**src/rtl/wvh_pkg.sv**
```systemverilog
// ----------------------------------------------------------------------------
// wvh_pkg
// Shared constants and codes for the word vocabulary hash table.
// ----------------------------------------------------------------------------
package wvh_pkg;

  localparam int SLOTS_DEF          = 4096;
  localparam int MAX_WORD_BYTES_DEF = 16;

  localparam int ID_W  = 13;
  localparam int POS_W = 12;
  localparam int ST_W  = 3;

  localparam logic [31:0] FNV_BASIS = 32'd2166136261;
  localparam logic [31:0] FNV_PRIME = 32'd16777619;

  localparam logic [ID_W-1:0] NO_ID = {ID_W{1'b1}};

  localparam logic [1:0] KIND_ADD    = 2'd0;
  localparam logic [1:0] KIND_LOOKUP = 2'd1;
  localparam logic [1:0] KIND_INSERT = 2'd2;
  localparam logic [1:0] KIND_GET    = 2'd3;

  localparam logic [ST_W-1:0] ST_OK       = 3'd0;
  localparam logic [ST_W-1:0] ST_TOO_LONG = 3'd1;
  localparam logic [ST_W-1:0] ST_FULL     = 3'd2;
  localparam logic [ST_W-1:0] ST_BAD_POS  = 3'd3;
  localparam logic [ST_W-1:0] ST_DUP      = 3'd4;

endpackage

```
**src/rtl/wvh_mod.sv**
```systemverilog
// ----------------------------------------------------------------------------
// wvh_mod
// Remainder of a 32-bit hash by the slot count by reciprocal multiplication.
// ----------------------------------------------------------------------------
module wvh_mod #(
  parameter int SLOTS = wvh_pkg::SLOTS_DEF
) (
  input  logic                      clk,
  input  logic                      rst_n,
  input  logic                      start,
  input  logic [31:0]               value,
  output logic                      done,
  output logic [$clog2(SLOTS)-1:0]  rem
);
  import wvh_pkg::*;

  localparam int SAW = $clog2(SLOTS);
  localparam int SH  = 32 + SAW;
  // floor(2^SH / SLOTS): the quotient estimate is exact or one low
  localparam logic [33:0] RECIP = 34'((64'd1 << SH) / 64'(SLOTS));

  logic [31:0]    val_r;
  logic [65:0]    prod_r;
  logic [SAW:0]   diff_r;
  logic [SAW-1:0] rem_r;
  logic           v1_r;
  logic           v2_r;
  logic           done_r;
  logic [31:0]    quo;
  logic [31:0]    diff;

  always_comb begin
    quo  = 32'(prod_r >> SH);
    diff = val_r - quo * 32'(SLOTS);
  end

  always_ff @(posedge clk) begin
    if (!rst_n) begin
      v1_r   <= 1'b0;
      v2_r   <= 1'b0;
      done_r <= 1'b0;
    end else begin
      v1_r   <= start;
      v2_r   <= v1_r;
      done_r <= v2_r;
    end
  end

  always_ff @(posedge clk) begin
    if (start) begin
      val_r  <= value;
      prod_r <= value * RECIP;
    end
    if (v1_r) begin
      diff_r <= diff[SAW:0];
    end
    if (v2_r) begin
      rem_r <= (diff_r >= (SAW+1)'(SLOTS)) ? SAW'(diff_r - (SAW+1)'(SLOTS)) :
                                             diff_r[SAW-1:0];
    end
  end

  assign done = done_r;
  assign rem  = rem_r;

endmodule

```
**config.mk**
```make
export PLATFORM = sky130hd
export DESIGN_NAME = wvh_mod
export DESIGN_NICKNAME = d
export VERILOG_FILES = /design/src/rtl/wvh_pkg.sv /design/src/rtl/wvh_mod.sv
export SDC_FILE = /design/constraint.sdc
export NUM_CORES = 1
export LEC_CHECK = 0
export ABC_AREA = 0
export BUFFER_PORTS_ARGS = -buffer_cell sky130_fd_sc_hd__buf_4
export CAP_MARGIN = 0
export CORE_MARGIN = 4
export CORE_UTILIZATION = 45
export CTS_CLUSTER_SIZE = 8
export DETAILED_ROUTE_END_ITERATION = 7
export GPL_ROUTABILITY_DRIVEN = 1
export PLACE_DENSITY = 0.84
export SETUP_SLACK_MARGIN = 0.2
export SYNTH_ARGS = -nofsm -noshare
export SYNTH_HDL_FRONTEND = slang
export SYNTH_SLANG_ARGS = --single-unit
```
**constraint.sdc**
```tcl
create_clock -name clk -period 1.4 [get_ports clk]
set_clock_uncertainty 0.15 [all_clocks]
set_input_delay 0.28 -clock clk [delete_from_list [all_inputs] [get_ports clk]]
set_output_delay 0.28 -clock clk [all_outputs]
set_load 0.02 [all_outputs]
```
* Word level (Yosys, flattened, before mapping)
Index checks and enable logic that the tools add are counted.
** Operators by class
- Add/sub/neg operators :: 2
- Muxes and demuxes :: 1
- Order comparisons :: 1
** Operator list (count)
- $ge A13 B13 Y1 const B :: 1
- $sub A13 B13 Y13 :: 1
- $mux W12 :: 1
- $sub A12 B1 Y12 const B :: 1
** Word-level totals
- Register bits :: 41
- Output and inout bits :: 13
- Input port bits :: 35
- Logic and storage cells :: 10

* Longest topological paths before layout
- Word-level depth :: 2
- Depth in mapped cells :: 1
- Depth with buffers taken out :: 1

* Least setup slack after synthesis
No wires, ideal clock.
- Path kind :: flip-flop to flip-flop
- Start point :: reg v1_r
- End point :: reg diff_r[0], enable pin
- Data required time :: 895 ps
- Clock period less this slack :: 1044 ps
- Arrival :: 539 ps
- Setup slack :: 356 ps
- Setup time :: 355 ps
- Stages on the path, launching flop included :: 1
- Path buffers :: 0
- Path through :: dfxtp_1
** RTL lines
- start, declared :: line wvh_mod.sv:26 : logic v1_r;
- start signal, assigned :: line wvh_mod.sv:43 : v1_r <= start;
- end signal, assigned :: line wvh_mod.sv:55 : diff_r <= diff[SAW:0];
- end, declared :: line wvh_mod.sv:24 : logic [SAW:0] diff_r;
No word-level cell between the ends.

* Final worst setup path
- Start point :: reg rem_r[8], in the netlist rem[8]
- End point :: out rem[8]
** RTL lines
- start, declared :: line wvh_mod.sv:25 : logic [SAW-1:0] rem_r;
- start signal, assigned :: line wvh_mod.sv:58 : rem_r <= (diff_r >= (SAW+1)'(SLOTS)) ? SAW'(diff_r - (SAW+1)'(SLOTS)) :
- end, declared :: line wvh_mod.sv:13 : output logic [$clog2(SLOTS)-1:0] rem
No word-level cell between the ends.

==> impl_metrics.tcl <==
set metrics [dict create \
    cts_made_buffers 5 \
    synthAdderAreaFrac_pct 0 \
    drcViolationCount 0 \
    diodes 0 \
    fmax_mhz 768 \
    grtUsageTotal_pct 11.3 \
    dieArea_sq_um 3450 \
    synth_top_area_share_pct 93.2 \
    ys_seq_area_share_pct 98.4 \
    power.leakage_nw 0.602 \
    ys_types 3 \
    netlist_top_cells_area "edfxtp_1 (93%), dfxtp_1 (5.2%), and2_1 (1.6%)" \
    ios 48 \
    core-area_sq_um 2480 \
    wl_um 1610 \
    vias_per_cell 4.42 \
    cts_tree "yes" \
    hp-class "primary input to flop" \
    cts_buffer_depth 2 \
    reg2reg_slack_ns 0.24 \
    synth_compound_area_share_pct 0 \
    post-route-util_pct 65.7 \
    clk_latency_ns 0.32 \
    power_density_nw_per_um2 1200 \
    post-cts-setup-buffer-count 0 \
    synth_seq_cells 39 \
    whs_endpoint "v1_r" \
    hold_path_depth 2 \
    slew_headroom_pct 65.8 \
    vdd_drop_max_uv 777 \
    cap_violations 0 \
    synth.largest_area_cell "edfxtp_1" \
    vias 530 \
    synth_area_sq_um 1160 \
    status "finished, final reports clean" \
    numPortBuffers 27 \
    fin_crit_sh_pct 93.0 \
    drt_iter0_markers 13 \
    setup_viol 0 \
    tightest_slew_ns 0.512 \
    fin_nets 124 \
    synthCells 42 \
    synth_top_family_by_area "simple AND/OR/NAND/NOR gates" \
    end_kind "output pin" \
    die_x_um 58.8 \
    grt_pass1_wl_um 2570 \
    rows 18 \
    fillers 163 \
    min_from "rst_n" \
    antenna_found_initial 0 \
    cpLargestDelayFamily "flip-flops" \
    min_period_ns 1.30 \
    die_h_um 58.8 \
    yosysWarnings 0 \
    area_growth_pct 40.2 \
    wire_per_inst_um 13.4 \
    r2r-end "rem[5]" \
    worst-path-buf-inv 1 \
    clkTransAtPathRegs_ns 0.10 \
    grt_overflow_total 0 \
    slowest_stage "edfxtp_1" \
    synthMuxAreaShare_pct 0 \
    maxSlewViolCount 0 \
    crit_chain "buf_6" \
    grt_setup_unrepaired "yes" \
    synth-simple-area-share_pct 1.62 \
    fin_setup_tns_ns 0 \
    crit_cells 1 \
    layout-drive-gt1-share_pct 37.8 \
    clockRootBuffer "clkbuf_4" \
    critical_path_class "flop to output pin" \
    gp_congestion 0.626 \
    h-tree-depth 2 \
    critPathLaunchType "flop" \
    firstDrtPassIters 4 \
    reg2reg_depth 0 \
    synthXorXnorAreaFrac_pct 0 \
    syn_area_per_cell_sq_um 27.6 \
    grt_pass1_vias 538 \
    cp.required_ns 0.97 \
    path_max_fanout 1 \
    max_stage_delay_ns 0.40 \
    hold_viol_final 0 \
    arrival_ns 0.87 \
    initial_utilization_pct 46.8 \
    clkSinkCount 39 \
    syn_nets 77 \
    antenna_left 0 \
    r2r-start "v2_r" \
    grt_max_degree 14 \
]
-- what timing repair did --
| item | 4_1_cts | 5_1_grt |
|---|---|---|
| resized for setup | 13 | 1 |
| hold buffers | 12 | 0 |
| endpoints found under the hold margin | 12 | 0 |
| endpoints found under the setup margin | 13 | 13 |
-- kinds of logic (layout without fill, tap and decap cells) --
kind of cell | Yosys count | count (layout)
DFF | 39 | 39
and+or+nand+nor | 3 | 3
buffers and inverters | 0 | 48
-- state kept, by name, indices dropped and copies added (netlist names) --
register,flops
diff_r,12
rem,12
val_r,12
done,1
v1_r,1
v2_r,1
-- cells in the mapped netlist, drive strengths merged --
cell / number
dfxtp: 3
edfxtp: 36
and2: 3
-- routing by layer --
layer,wire (um),vias up,global-route usage (%)
li1,-,258,-
met1,557,245,11.6
met2,864,25,18.1
met3,167,2,7.46
met4,22,0,4.85
met5,0,-,0
-- final cells by class --
class | count | area, sq um | area share (%)
repair buffers | 40 | 379 | 23.3
multi-input cells | 3 | 18.8 | 1.15
clock buffers | 6 | 41.3 | 2.54
flip-flops and latches | 39 | 1140 | 70.2
clock inverters | 2 | 7.51 | 0.462
well taps | 30 | 37.5 | 2.31
-- report_power, final --
part	switching (W)	total (W)	internal [W]
clock	0.000304	0.000489	0.000186
combinational	0.0000320	0.0000887	0.0000567
sequential	0.0000209	0.00137	0.00135
-- worst max-delay path by stage --
| stage | startpoint | end | slack, ns |
|---|---|---|---|
| detailed placement | v2_r | rem[1] | 0.26 |
| floorplan | v1_r | diff_r[0] | 0.36 |
| global route | rem[8] | rem[8] | 0.02 |
| global placement | v2_r | rem[8] | 0.30 |
| CTS | rem[1] | rem[1] | 0.07 |
| finish | rem[8] | rem[8] | 0.1 |
-- stage by stage --
step / std cells / area (sq um) / power [W] / setup slack (ns) / hold slack [ns]
6_report: 120 / 1630 / 0.00194 / 0.0987 / 0.0469
5_1_grt: 120 / 1630 / 0.00205 / 0.0152 / 0.0172
4_1_cts: 120 / 1620 / 0.00197 / 0.0711 / 0.0302
3_5_place_dp: 100 / 1410 / 0.00145 / 0.256 / 0.255
3_3_place_gp: 100 / 1410 / 0.00144 / 0.304 / 0.253
2_1_floorplan: 42 / 1160 / 0.00140 / 0.356 / 0.229
-- layout by cell type (no fill, tap or decap), drive strengths merged --
master / n
edfxtp: 36
buf: 28
dlygate4sd3: 12
clkbuf: 6
and2: 3
dfxtp: 3
clkinv: 2
No activity file was read; power rests on OpenSTA's default activity.
