**src/rtl/wvh_pkg.sv**
```systemverilog
// ----------------------------------------------------------------------------
// wvh_pkg
// Shared constants and codes for the word vocabulary hash table.
// ----------------------------------------------------------------------------
package wvh_pkg;

  localparam int SLOTS_DEF          = 4096;
  localparam int MAX_WORD_BYTES_DEF = 16;

  localparam int ID_W  = 13;
  localparam int POS_W = 12;
  localparam int ST_W  = 3;

  localparam logic [31:0] FNV_BASIS = 32'd2166136261;
  localparam logic [31:0] FNV_PRIME = 32'd16777619;

  localparam logic [ID_W-1:0] NO_ID = {ID_W{1'b1}};

  localparam logic [1:0] KIND_ADD    = 2'd0;
  localparam logic [1:0] KIND_LOOKUP = 2'd1;
  localparam logic [1:0] KIND_INSERT = 2'd2;
  localparam logic [1:0] KIND_GET    = 2'd3;

  localparam logic [ST_W-1:0] ST_OK       = 3'd0;
  localparam logic [ST_W-1:0] ST_TOO_LONG = 3'd1;
  localparam logic [ST_W-1:0] ST_FULL     = 3'd2;
  localparam logic [ST_W-1:0] ST_BAD_POS  = 3'd3;
  localparam logic [ST_W-1:0] ST_DUP      = 3'd4;

endpackage

```
**src/rtl/wvh_asm.sv**
```systemverilog
// ----------------------------------------------------------------------------
// wvh_asm
// Word assembly buffer with running FNV-1a hash and overlong flag.
// ----------------------------------------------------------------------------
module wvh_asm #(
  parameter int MAX_WORD_BYTES = wvh_pkg::MAX_WORD_BYTES_DEF
) (
  input  logic                                     clk,
  input  logic                                     rst_n,
  input  logic                                     push,
  input  logic [7:0]                               push_byte,
  input  logic                                     clear,
  output logic [31:0]                              hash,
  output logic [$clog2(MAX_WORD_BYTES+1)-1:0]      len,
  output logic                                     too_long,
  output logic [MAX_WORD_BYTES*8-1:0]              bytes
);
  import wvh_pkg::*;

  localparam int LW  = $clog2(MAX_WORD_BYTES + 1);
  localparam int IXW = $clog2(MAX_WORD_BYTES);

  logic [31:0]                         hash_r;
  logic [LW-1:0]                       len_r;
  logic                                too_long_r;
  logic [MAX_WORD_BYTES-1:0][7:0]      bytes_r;

  always_ff @(posedge clk) begin
    if (!rst_n) begin
      hash_r     <= FNV_BASIS;
      len_r      <= '0;
      too_long_r <= 1'b0;
    end else if (clear) begin
      hash_r     <= FNV_BASIS;
      len_r      <= '0;
      too_long_r <= 1'b0;
    end else if (push) begin
      hash_r <= (hash_r ^ {24'd0, push_byte}) * FNV_PRIME;
      if (len_r < LW'(MAX_WORD_BYTES)) begin
        len_r <= len_r + 1'b1;
      end else begin
        too_long_r <= 1'b1;
      end
    end
  end

  always_ff @(posedge clk) begin
    if (push && !clear && (len_r < LW'(MAX_WORD_BYTES))) begin
      bytes_r[len_r[IXW-1:0]] <= push_byte;
    end
  end

  assign hash     = hash_r;
  assign len      = len_r;
  assign too_long = too_long_r;
  assign bytes    = bytes_r;

endmodule

```
**config.mk**
```make
export PLATFORM = sky130hd
export DESIGN_NAME = wvh_asm
export DESIGN_NICKNAME = d
export VERILOG_FILES = /design/src/rtl/wvh_pkg.sv /design/src/rtl/wvh_asm.sv
export SDC_FILE = /design/constraint.sdc
export NUM_CORES = 1
export LEC_CHECK = 0
export BUFFER_PORTS_ARGS = -buffer_cell sky130_fd_sc_hd__buf_2
export CAP_MARGIN = 20
export CORE_MARGIN = 2
export CORE_UTILIZATION = 50
export DETAILED_ROUTE_END_ITERATION = 7
export PLACE_DENSITY = 0.74
export SLEW_MARGIN = 15
export SYNTH_ARGS = -nofsm -noshare
export SYNTH_HDL_FRONTEND = slang
export SYNTH_SLANG_ARGS = --single-unit
```
**constraint.sdc**
```tcl
create_clock -name clk -period 7.4 [get_ports clk]
set_clock_uncertainty 0.15 [all_clocks]
set_input_delay 1.48 -clock clk [delete_from_list [all_inputs] [get_ports clk]]
set_output_delay 1.48 -clock clk [all_outputs]
set_load 0.02 [all_outputs]
```
; Word level (Yosys, flattened, before mapping)
; Index checks and enable logic that the tools add are counted.
[word_totals]
elab_cells = 37
inputBits = 12
reg_bits = 166
out_inout_bits = 166
[op_classes]
bitwise_logic = 3
n_addsub = 1
order_cmp = 3
reduce_logical = 7
mux = 3
n_mul = 1
[ops]
columns = op, count
row1 = $bwmux W128, 1
row2 = $demux W8 S4, 1
row3 = $mul A32 B25 Y32 const B, 1
row4 = $xor A32 B8 Y32, 1
row5 = $mux W8, 1
row6 = $add A5 B1 Y5 const B, 1
row7 = $lt A4 B5 Y1 const B, 1
row8 = $lt A5 B5 Y1 const B, 1
row9 = $ge A4 B1 Y1 const B, 1
row10 = $reduce_and A2 Y1, 2
row11 = $logic_and A1 B1 Y1, 3
row12 = $not A1 Y1, 2
row13 = $reduce_or A2 Y1, 1
row14 = $logic_not A1 Y1, 1

; Longest topological paths before layout
; Gate-level depths: netlist of the first run.
[logic_depth]
word_depth = 5
mapped_depth = 24

; Worst setup path after synthesis of the first run
; No wires, ideal clock.
[synth_timing]
path_type = in2reg
startpoint = in push_byte[7]
endpoint = reg hash_r[28], in the netlist hash[28]
t_required_ns = 7.128
n_path_buf = 0
stages = 20
setup_slack_ns = 0.774
t_arrival_ns = 6.354
path_cell_list = xnor2_1 > inv_1 > ha_1 > ha_1 > fa_1 > ha_1 > fa_1 > ha_1 > inv_1 > fa_1 > inv_1 > ha_1 > and4_2 > and3_1 > a32oi_1 > o31ai_4 > a21oi_2 > o21ai_2 > mux2i_1 > a311o_1
[synth_via]
elab_chain_cells = 2
[synth_rtl]
columns = item, line
row1 = "start, declared", wvh_asm.sv:11  ; input logic [7:0] push_byte,
row2 = $xor A32 B8 Y32, wvh_asm.sv:38  ; hash_r <= (hash_r ^ {24'd0, push_byte}) * FNV_PRIME;
row3 = $mul A32 B25 Y32, wvh_asm.sv:38
row4 = "end signal, assigned", wvh_asm.sv:38
row5 = "end, declared", wvh_asm.sv:23  ; logic [31:0] hash_r;
; Every way passes these cells.
; A chain may end at the register's enable or synchronous reset.

; Worst setup path in the final report of the first run
[layout_timing]
startpoint = in push_byte[6]
endpoint = reg hash_r[28], in the netlist hash[28]
; Same word-level chain as after synthesis.

==> results.md, run 1 <==
* Dpl hpwl at 20460 microns
* Htree depth at 4
* Crit-path slowest cell: fa_1
* # setup viols final at 0
* Die height at 153.1 microns
* TNS Setup at 0 ps
* Core area at 21820 sq um
* Vias in the first global route at 7496
* Starting Density at 50.95%
* Avg WL per Cell at 18.22 microns
* Clk slew on worst S/H paths at 70 ps
* Main synth FF type: edfxtp_1
* Worst-skew pair later-pin latency at 430 ps
* Syn Area/Cell at 11.88 sq um
* Yosys warning count at 0
* Port bufs at 177
* Initial antenna violation count at 2
* First-pass GRT wire length at 41510 microns
* Post-synthesis register bit count at 166
* Yosys top cell area share at 34.57%
* Synthesized net count at 1207
* Post-CTS Setup Inserts at 0
* Sequential share of the synthesized area at 41.41%
* Min Tclk post-route at 6824 ps
* Tot GR Track Use at 22.70%
* Crit Path Class: input port to flip-flop
* Max-Slew Margin vs Limit at 36.45%
* Share of cells above drive strength 1 at 20.80%
* Share of async-settable or async-resettable flops after synthesis at 0%
* RSZ-0062 raised after global routing: no
* Area Overhead vs Synth at 16.76%
* DRT iter0 DRCs at 398
* Number of library cell types mapped by synthesis at 57
* TritonCTS buffer count at 17
* Worst min path class: flip-flop to flip-flop
* Placer Congestion at 0.8752
* Post-CTS Hold Buffers at 0
* Setup crit end kind: flip-flop
* Antenna Nets Post-Route at 0
* Filler Cells Inserted at 1723
* Commonest non-fill, non-tap cell in the layout: inv_1
* Setup crit start kind: input port
* DR pass1 iterations at 5
* Cts repair resizes at 0
* Crit-path max cell delay at 530 ps
* CTS Root Cell: clkbuf_16
* TritonCTS clock tree: done
* Critical path fanouts, max at 17
* Crit path DAT at 6990 ps
* Outcome: completed
* Tcrit/Tclk final at 92.22%
* Buf/Inv on CP at 4
* Overflow after GRT at 0
* Mapped Cells at 936
* Most area-consuming cells after synthesis: edfxtp_1 35%, ha_1 21%, fa_1 13%, dfxtp_1 6.8%, inv_1 6.4%
* Most frequent CP cell: ha_1
* WL final at 25990 microns
* # rows at 54
* Final Hold Violating Endpoints at 0
* Crit-path cells: buf_2 > xnor2_1 > inv_1 > xnor2_1 > ha_1 > fa_1 > ha_1 > fa_1 > ha_1 > inv_1 > fa_1 > inv_1 > ha_1 > and4_2 > and3_1 > a32oi_1 > o31ai_4 > a21oi_2 > o21ai_2 > mux2i_1 > a311o_1
* Top-level I/O count at 178
* CTS max path bufs at 2
* # DRC at 0
* Die area at 23450 sq um
* Least-Margin Pin Slew at 949.7 ps
* Vias per cell at 5.220
* Die Width at 153.1 microns
* Fmax at 0.1465 GHz
* Number of synthesized flops with an enable pin at 128
* Via Count at 7444
* Crit path max-delay family: adder cells
* Synthesized cell area at 11120 sq um
* CP required at 7570 ps
* Synth area leader: edfxtp_1
* MaxCap Viol Count at 0
* Slew Limit Fails at 0
* Most frequent cells in the layout: 191 x inv_1, 185 x ha_1, 177 x buf_2
* Final Net Count at 1402
* Largest net degree at the start of global routing at 37
* Clock sink count at 166
sequential cells by signal, summed over array words and instances (netlist names):
register / count
bytes: 128
hash: 32
len: 5
too_long: 1
worst min-delay path: stages (launching register included):
cell	delay (ps)
dfxtp_1	350
a21oi_1	50
nor2_1	80
layer usage:
metal  share of wire (%)  routed length [microns]  global-route usage, %
met1                  44                    11420                  31.14
met3                 5.7                     1494                  4.253
met2                  49                    12730                  37.73
met4                 1.3                      335                  5.115
met5                   0                        0                      0
synthesized netlist by cell type, types with 3 or more instances:
| master | n |
|---|---|
| buf_4 | 5 |
| nor3_1 | 12 |
| clkbuf_1 | 8 |
| nand2_1 | 28 |
| a211oi_1 | 3 |
| o21bai_1 | 5 |
| nand3_1 | 7 |
| and3_1 | 5 |
| a31oi_1 | 3 |
| xnor2_1 | 37 |
| o211ai_1 | 6 |
| fa_1 | 74 |
| dfxtp_1 | 38 |
| nand2b_1 | 6 |
| ha_1 | 185 |
| edfxtp_1 | 128 |
| o21ai_0 | 18 |
| a211o_1 | 3 |
| xor2_1 | 14 |
| a21oi_1 | 35 |
| nor2_1 | 58 |
| or3_1 | 4 |
| mux2i_1 | 11 |
| inv_1 | 191 |
| a21o_1 | 8 |
| and2_1 | 4 |
| nand4_1 | 4 |
worst paths after layout:
check | cells past startpoint | slack (ps) | start | endpoint
max | 21 | 580 | push_byte[6] | hash[28]
min | 2 | 350 | too_long | too_long
max reg2reg | 20 | 1570 | hash[6] | hash[28]
min reg2reg | 2 | 350 | too_long | too_long
cells by family after synthesis:
logic type,share of synthesized area (%)
and+or+nand+nor,5.616
AOI/OAI and AO/OA,6.595
DFF,41.41
adders and majority gates,34.14
xor gates and xnor gates,4.018
muxes,1.092
buffers and inverters,7.124
per-stage QoR:
stage               cell area [sq um]  setup slack, ps  hold slack [ps]  util, %  cells
floorplan                       11120            774.0            420.6        -    936
global placement                12380            354.5            321.4    56.71   1391
detailed placement              12380            176.9            328.1    56.75   1392
CTS                             12970            599.5            347.8    59.41   1424
global route                    12980            346.8            380.9    59.48   1426
finish                          12980            575.6            352.2    59.48   1426
area by class of cell:
class	count	area, sq um	area share [%]
Antenna cell	2	5.005	0.03855
Clock buffer	17	425.4	3.277
Clock inverter	15	156.4	1.205
Inverter	191	716.9	5.523
Multi-Input combinational cell	564	5732	44.15
Sequential cell	166	4604	35.47
Tap cell	280	350.3	2.699
Timing Repair Buffer	191	991.0	7.634
Power of run 1 is left out: the tool's default activity adds up to more than one toggle a clock period on the data nets, which glitch-free logic cannot reach.
==> run 2: changes to the inputs <==
--- a/config.mk
+++ b/config.mk
@@ -5,12 +5,12 @@
 export SDC_FILE = /design/constraint.sdc
 export NUM_CORES = 1
 export LEC_CHECK = 0
-export BUFFER_PORTS_ARGS = -buffer_cell sky130_fd_sc_hd__buf_2
 export CAP_MARGIN = 20
 export CORE_MARGIN = 2
 export CORE_UTILIZATION = 50
 export DETAILED_ROUTE_END_ITERATION = 7
-export PLACE_DENSITY = 0.74
+export DONT_BUFFER_PORTS = 1
+export PLACE_DENSITY = 0.67
 export SLEW_MARGIN = 15
 export SYNTH_ARGS = -nofsm -noshare
 export SYNTH_HDL_FRONTEND = slang
==> run 2 against run 1 <==
Fmax increased by 3.4%. Die area unchanged. Hold slack improved by 140 ps. Cell count decreased by 13%. Worst setup slack improved by 220 ps. Routed wire length decreased by 0.45%. Flip-flop and latch count unchanged. Sequential share of layout area increased by 2.5 points. Via count decreased by 8.8%. Critical path type unchanged. Largest cell class unchanged.
==> results.md, run 2 (synthesis results as in run 1) <==
* CTS max path bufs at 2
* Critical path depth at 24
* # setup viols final at 0
* Largest net degree at the start of global routing at 37
* DR pass1 iterations at 5
* Worst min path class: flip-flop to flip-flop
* Tcrit/Tclk final at 89.20%
* Vias in the first global route at 6831
* Antenna Nets Post-Route at 0
* MaxCap Viol Count at 0
* Cts repair resizes at 0
* TritonCTS buffer count at 17
* Crit Path Class: input port to flip-flop
* CP required at 7570 ps
* First-pass GRT wire length at 40270 microns
* Most frequent cells in the layout: 191 x inv_1, 185 x ha_1, 128 x edfxtp_1
* Die area at 23450 sq um
* Buf/Inv on CP at 7
* Crit path max-delay family: adder cells
* Setup crit end kind: flip-flop
* Max FFs per register at 128
* Setup crit start kind: input port
* RSZ-0062 raised after global routing: no
* Clock sink count at 166
* Post-CTS Setup Inserts at 0
* Commonest non-fill, non-tap cell in the layout: inv_1
* Avg WL per Cell at 20.80 microns
* Least-Margin Pin Slew at 1024 ps
* Die Width at 153.1 microns
* Post-CTS Hold Buffers at 0
* Most frequent CP cell: inv_1
* Port bufs at 0
* # DRC at 0
* TNS Setup at 0 ps
* Crit-path slowest cell: fa_1
* Die height at 153.1 microns
* Filler Cells Inserted at 1812
* Area Overhead vs Synth at 8.947%
* # rows at 54
* Min Tclk post-route at 6601 ps
* CTS Root Cell: clkbuf_16
* WHS Path Cells at 2
* Final Hold Violating Endpoints at 0
* Core area at 21820 sq um
* Clk slew on worst S/H paths at 70 ps
* Critical path fanouts, max at 17
* Starting Density at 50.95%
* Fmax at 0.1515 GHz
* Crit path DAT at 6770 ps
* Vias per cell at 5.460
* Worst-case reg-to-reg path depth at 23
* WL final at 25870 microns
* Crit-path max cell delay at 540 ps
* Final hold slack at 495.5 ps
* Antenna cells at 0
* Tot GR Track Use at 22.56%
* Top-level I/O count at 178
* Via Count at 6792
* Htree depth at 4
* Crit-path cells: xnor2_1 > inv_1 > xnor2_1 > ha_1 > inv_1 > fa_1 > inv_1 > ha_1 > inv_1 > fa_1 > inv_1 > ha_1 > inv_1 > fa_1 > inv_1 > ha_1 > and4_2 > and3_1 > a32oi_1 > o31ai_4 > a21oi_2 > o21ai_2 > mux2i_1 > a311o_1
* Share of cells above drive strength 1 at 5.809%
* TritonCTS clock tree: done
* Placer Congestion at 0.8938
* Initial antenna violation count at 0
* Dpl hpwl at 19760 microns
* Outcome: completed
* Worst-skew pair later-pin latency at 430 ps
* Final Net Count at 1222
* Overflow after GRT at 0
* Slew Limit Fails at 0
* DRT iter0 DRCs at 422
* Max-Slew Margin vs Limit at 31.18%
-- run 2: cell count changes in the layout (fill, tap and decap cells not counted), moves of 2 or more --
cell | previous run | this run
buf_2 | 177 | 0
clkinvlp_4 | 2 | 0
clkinv_8 | 3 | 6
inv_12 | 0 | 4
diode_2 | 2 | 0
nor3_2 | 2 | 0
nor3_1 | 10 | 12
clkinv_2 | 2 | 0
buf_4 | 14 | 11
inv_8 | 5 | 2
-- run 2: stage by stage --
| step | cells | utilization (%) | cell area, sq um | setup slack, ps |
|---|---|---|---|---|
| 6_report | 1244 | 55.50 | 12110 | 799.5 |
| 5_1_grt | 1244 | 55.50 | 12110 | 517.0 |
| 4_1_cts | 1244 | 55.50 | 12110 | 838.7 |
| 3_5_place_dp | 1212 | 52.59 | 11480 | 451.2 |
| 3_3_place_gp | 1212 | 52.59 | 11480 | 495.6 |
| 2_1_floorplan | 936 | - | 11120 | 774.0 |
-- run 2: worst paths after layout --
| check | startpoint | to | slack (ps) |
|---|---|---|---|
| setup / recovery | push_byte[6] | hash[28] | 800 |
| hold / removal | too_long | too_long | 500 |
| setup reg to reg | hash[4] | hash[28] | 1310 |
| hold reg to reg | too_long | too_long | 500 |
-- run 2: worst reg2reg max path, delay by kind of cell (launching register included) --
kind,cells,cell delay [ps]
DFF,1,630
xor gates and xnor gates,1,430
and+or+nand+nor,2,420
adders and majority gates,8,2780
buffers and inverters,6,360
muxes,1,120
AOI/OAI and AO/OA,5,1090
-- run 2: area by class of cell --
cell class	instances	area (sq um)	share of cell area, %
clock buffers	17	425.4	3.512
flip-flops and latches	166	4604	38.01
repair buffers	11	82.58	0.6817
multi-input cells	564	5722	47.24
well taps	280	350.3	2.892
clock inverters	15	211.5	1.746
inverters	191	716.9	5.919
-- run 2: routing by layer --
metal | vias up | part of all wire, % | global-route usage, %
met3 | 36 | 7.6 | 5.387
met5 | - | 0 | 0
li1 | 3193 | - | -
met1 | 3298 | 42 | 29.76
met4 | 0 | 1.9 | 6.658
met2 | 265 | 48 | 37.22
Power of run 2 is left out for the same reason.
==> run 3: changes to the inputs <==
--- a/config.mk
+++ b/config.mk
@@ -6,11 +6,13 @@
 export NUM_CORES = 1
 export LEC_CHECK = 0
 export CAP_MARGIN = 20
+export CELL_PAD_IN_SITES_DETAIL_PLACEMENT = 1
+export CELL_PAD_IN_SITES_GLOBAL_PLACEMENT = 2
 export CORE_MARGIN = 2
-export CORE_UTILIZATION = 50
+export CORE_UTILIZATION = 43
 export DETAILED_ROUTE_END_ITERATION = 7
 export DONT_BUFFER_PORTS = 1
-export PLACE_DENSITY = 0.67
+export PLACE_DENSITY = 0.83
 export SLEW_MARGIN = 15
 export SYNTH_ARGS = -nofsm -noshare
 export SYNTH_HDL_FRONTEND = slang
==> run 3 against run 2 <==
Global-route usage rose by 0.65 points. Via count increased by 1.1%. Critical path depth stayed put. Hold slack gained 35 ps. Routed wire length grew 16%. Core utilization shrank 7.3 points. Largest cell class unchanged. First-iteration DRC count grew 0.95%.
==> results.md, run 3 (synthesis results as in run 1) <==
* Post-CTS Setup Inserts at 0
* Worst r2r dst: hash[23]
* Critical path fanouts, max at 17
* Area Overhead vs Synth at 9.487%
* Final Hold Violating Endpoints at 0
* Max-Slew Margin vs Limit at 35.31%
* Worst-case reg-to-reg path depth at 21
* Post-CTS Hold Buffers at 0
* Placer Congestion at 0.8978
* Most frequent cells in the layout: 191 x inv_1, 185 x ha_1, 128 x edfxtp_1
* Overflow after GRT at 0
* Die Width at 164.8 microns
* TNS Setup at 0 ps
* Antenna cells at 0
* Htree depth at 4
* Port bufs at 0
* Clk slew on worst S/H paths at 80 ps
* Max FFs per register at 128
* Crit-path slowest cell: fa_1
* Crit-path max cell delay at 540 ps
* DRT iter0 DRCs at 426
* TritonCTS buffer count at 17
* Worst hold endpoint: hash[7]
* MaxCap Viol Count at 0
* Initial antenna violation count at 0
* Setup crit end kind: flip-flop
* Crit path DAT at 6680 ps
* Least-Margin Pin Slew at 966.0 ps
* Startpoint of the worst hold path: hash[7]
* Slew Limit Fails at 0
* Dpl hpwl at 23570 microns
* Worst min path class: flip-flop to flip-flop
* Vias in the first global route at 7381
* DR pass1 iterations at 5
* Vias per cell at 5.313
* Fmax at 0.1540 GHz
* Largest net degree at the start of global routing at 37
* Min Tclk post-route at 6492 ps
* RSZ-0062 raised after global routing: no
* Die area at 27160 sq um
* Final Net Count at 1220
* Avg WL per Cell at 23.19 microns
* TritonCTS clock tree: done
* # setup viols final at 0
* Most frequent CP cell: inv_1
* Clock sink count at 166
* Die height at 164.8 microns
* Tcrit/Tclk final at 87.73%
* Tot GR Track Use at 23.21%
* Antenna Nets Post-Route at 0
* R2R setup slack at 1340 ps
* Core area at 25250 sq um
* Cts repair resizes at 0
* First-pass GRT wire length at 46020 microns
* WHS Path Cells at 2
* CP required at 7590 ps
* Outcome: completed
* Worst-skew pair later-pin latency at 440 ps
* WL final at 29960 microns
* Starting Density at 44.02%
* Setup crit start kind: input port
* CTS max path bufs at 2
* Share of cells above drive strength 1 at 5.925%
* Worst r2r src: hash[4]
* Crit Path Class: input port to flip-flop
* CTS Root Cell: clkbuf_16
* Commonest non-fill, non-tap cell in the layout: inv_1
* # DRC at 0
* Via Count at 6865
* Top-level I/O count at 178
* Filler Cells Inserted at 2637
* # rows at 58
* Crit-path cells: xnor2_1 > inv_1 > xnor2_1 > ha_1 > inv_1 > fa_1 > inv_1 > ha_1 > inv_1 > fa_1 > inv_1 > ha_1 > inv_1 > fa_1 > inv_1 > ha_1 > and4_2 > and3_1 > a32oi_1 > o31ai_4 > a21oi_2 > o21ai_2 > mux2i_1 > a311o_1
==> run 3: worst max-delay path by stage <==
stage                       startpoint       end  slack (ps)  cells past startpoint
after global routing      push_byte[6]  hash[31]         550                     24
after CTS                 push_byte[6]  hash[28]         890                     24
after global placement    push_byte[3]  hash[23]         570                     22
after detailed placement  push_byte[5]  hash[23]         480                     22
final                     push_byte[6]  hash[28]         910                     24
after floorplan           push_byte[7]  hash[28]         770                     20
==> run 3: cell type report <==
type                    instances  area [sq um]  share of cell area, %
flip-flops and latches        166          4604                  37.83
repair buffers                  9         67.56                 0.5550
clock inverters                15         211.5                  1.737
inverters                     191         716.9                  5.890
clock buffers                  17         425.4                  3.495
well taps                     330         412.9                  3.392
multi-input cells             564          5734                  47.11
==> run 3: through the flow <==
step                      hold slack, ps  cells  utilization, %  cell area (sq um)  setup slack, ps
after detailed placement           517.9   1260           45.64              11530            478.7
after global routing               569.2   1292           48.20              12170            552.0
final                              530.9   1292           48.20              12170            907.7
after CTS                          540.4   1292           48.16              12160            887.0
after global placement             460.5   1260           45.64              11530            573.5
after floorplan                    420.6    936               -              11120            774.0
==> run 3: worst max-delay path: cells and delay by family <==
family | cells | cell delay (ps)
compound gates | 5 | 1050
buf+inv | 7 | 570
mux | 1 | 120
xor+xnor | 2 | 420
simple gates | 2 | 430
fa+ha+maj | 7 | 2610
==> run 3: per-layer routing <==
| metal | global-route usage (%) | vias to the layer above | share of wire (%) |
|---|---|---|---|
| met1 | 29.45 | 3426 | 43 |
| met5 | 0 | - | 0 |
| met4 | 7.194 | 0 | 2.4 |
| met2 | 40.11 | 195 | 49 |
| met3 | 4.445 | 53 | 4.8 |
| li1 | - | 3191 | - |
Power of run 3 is left out for the same reason.
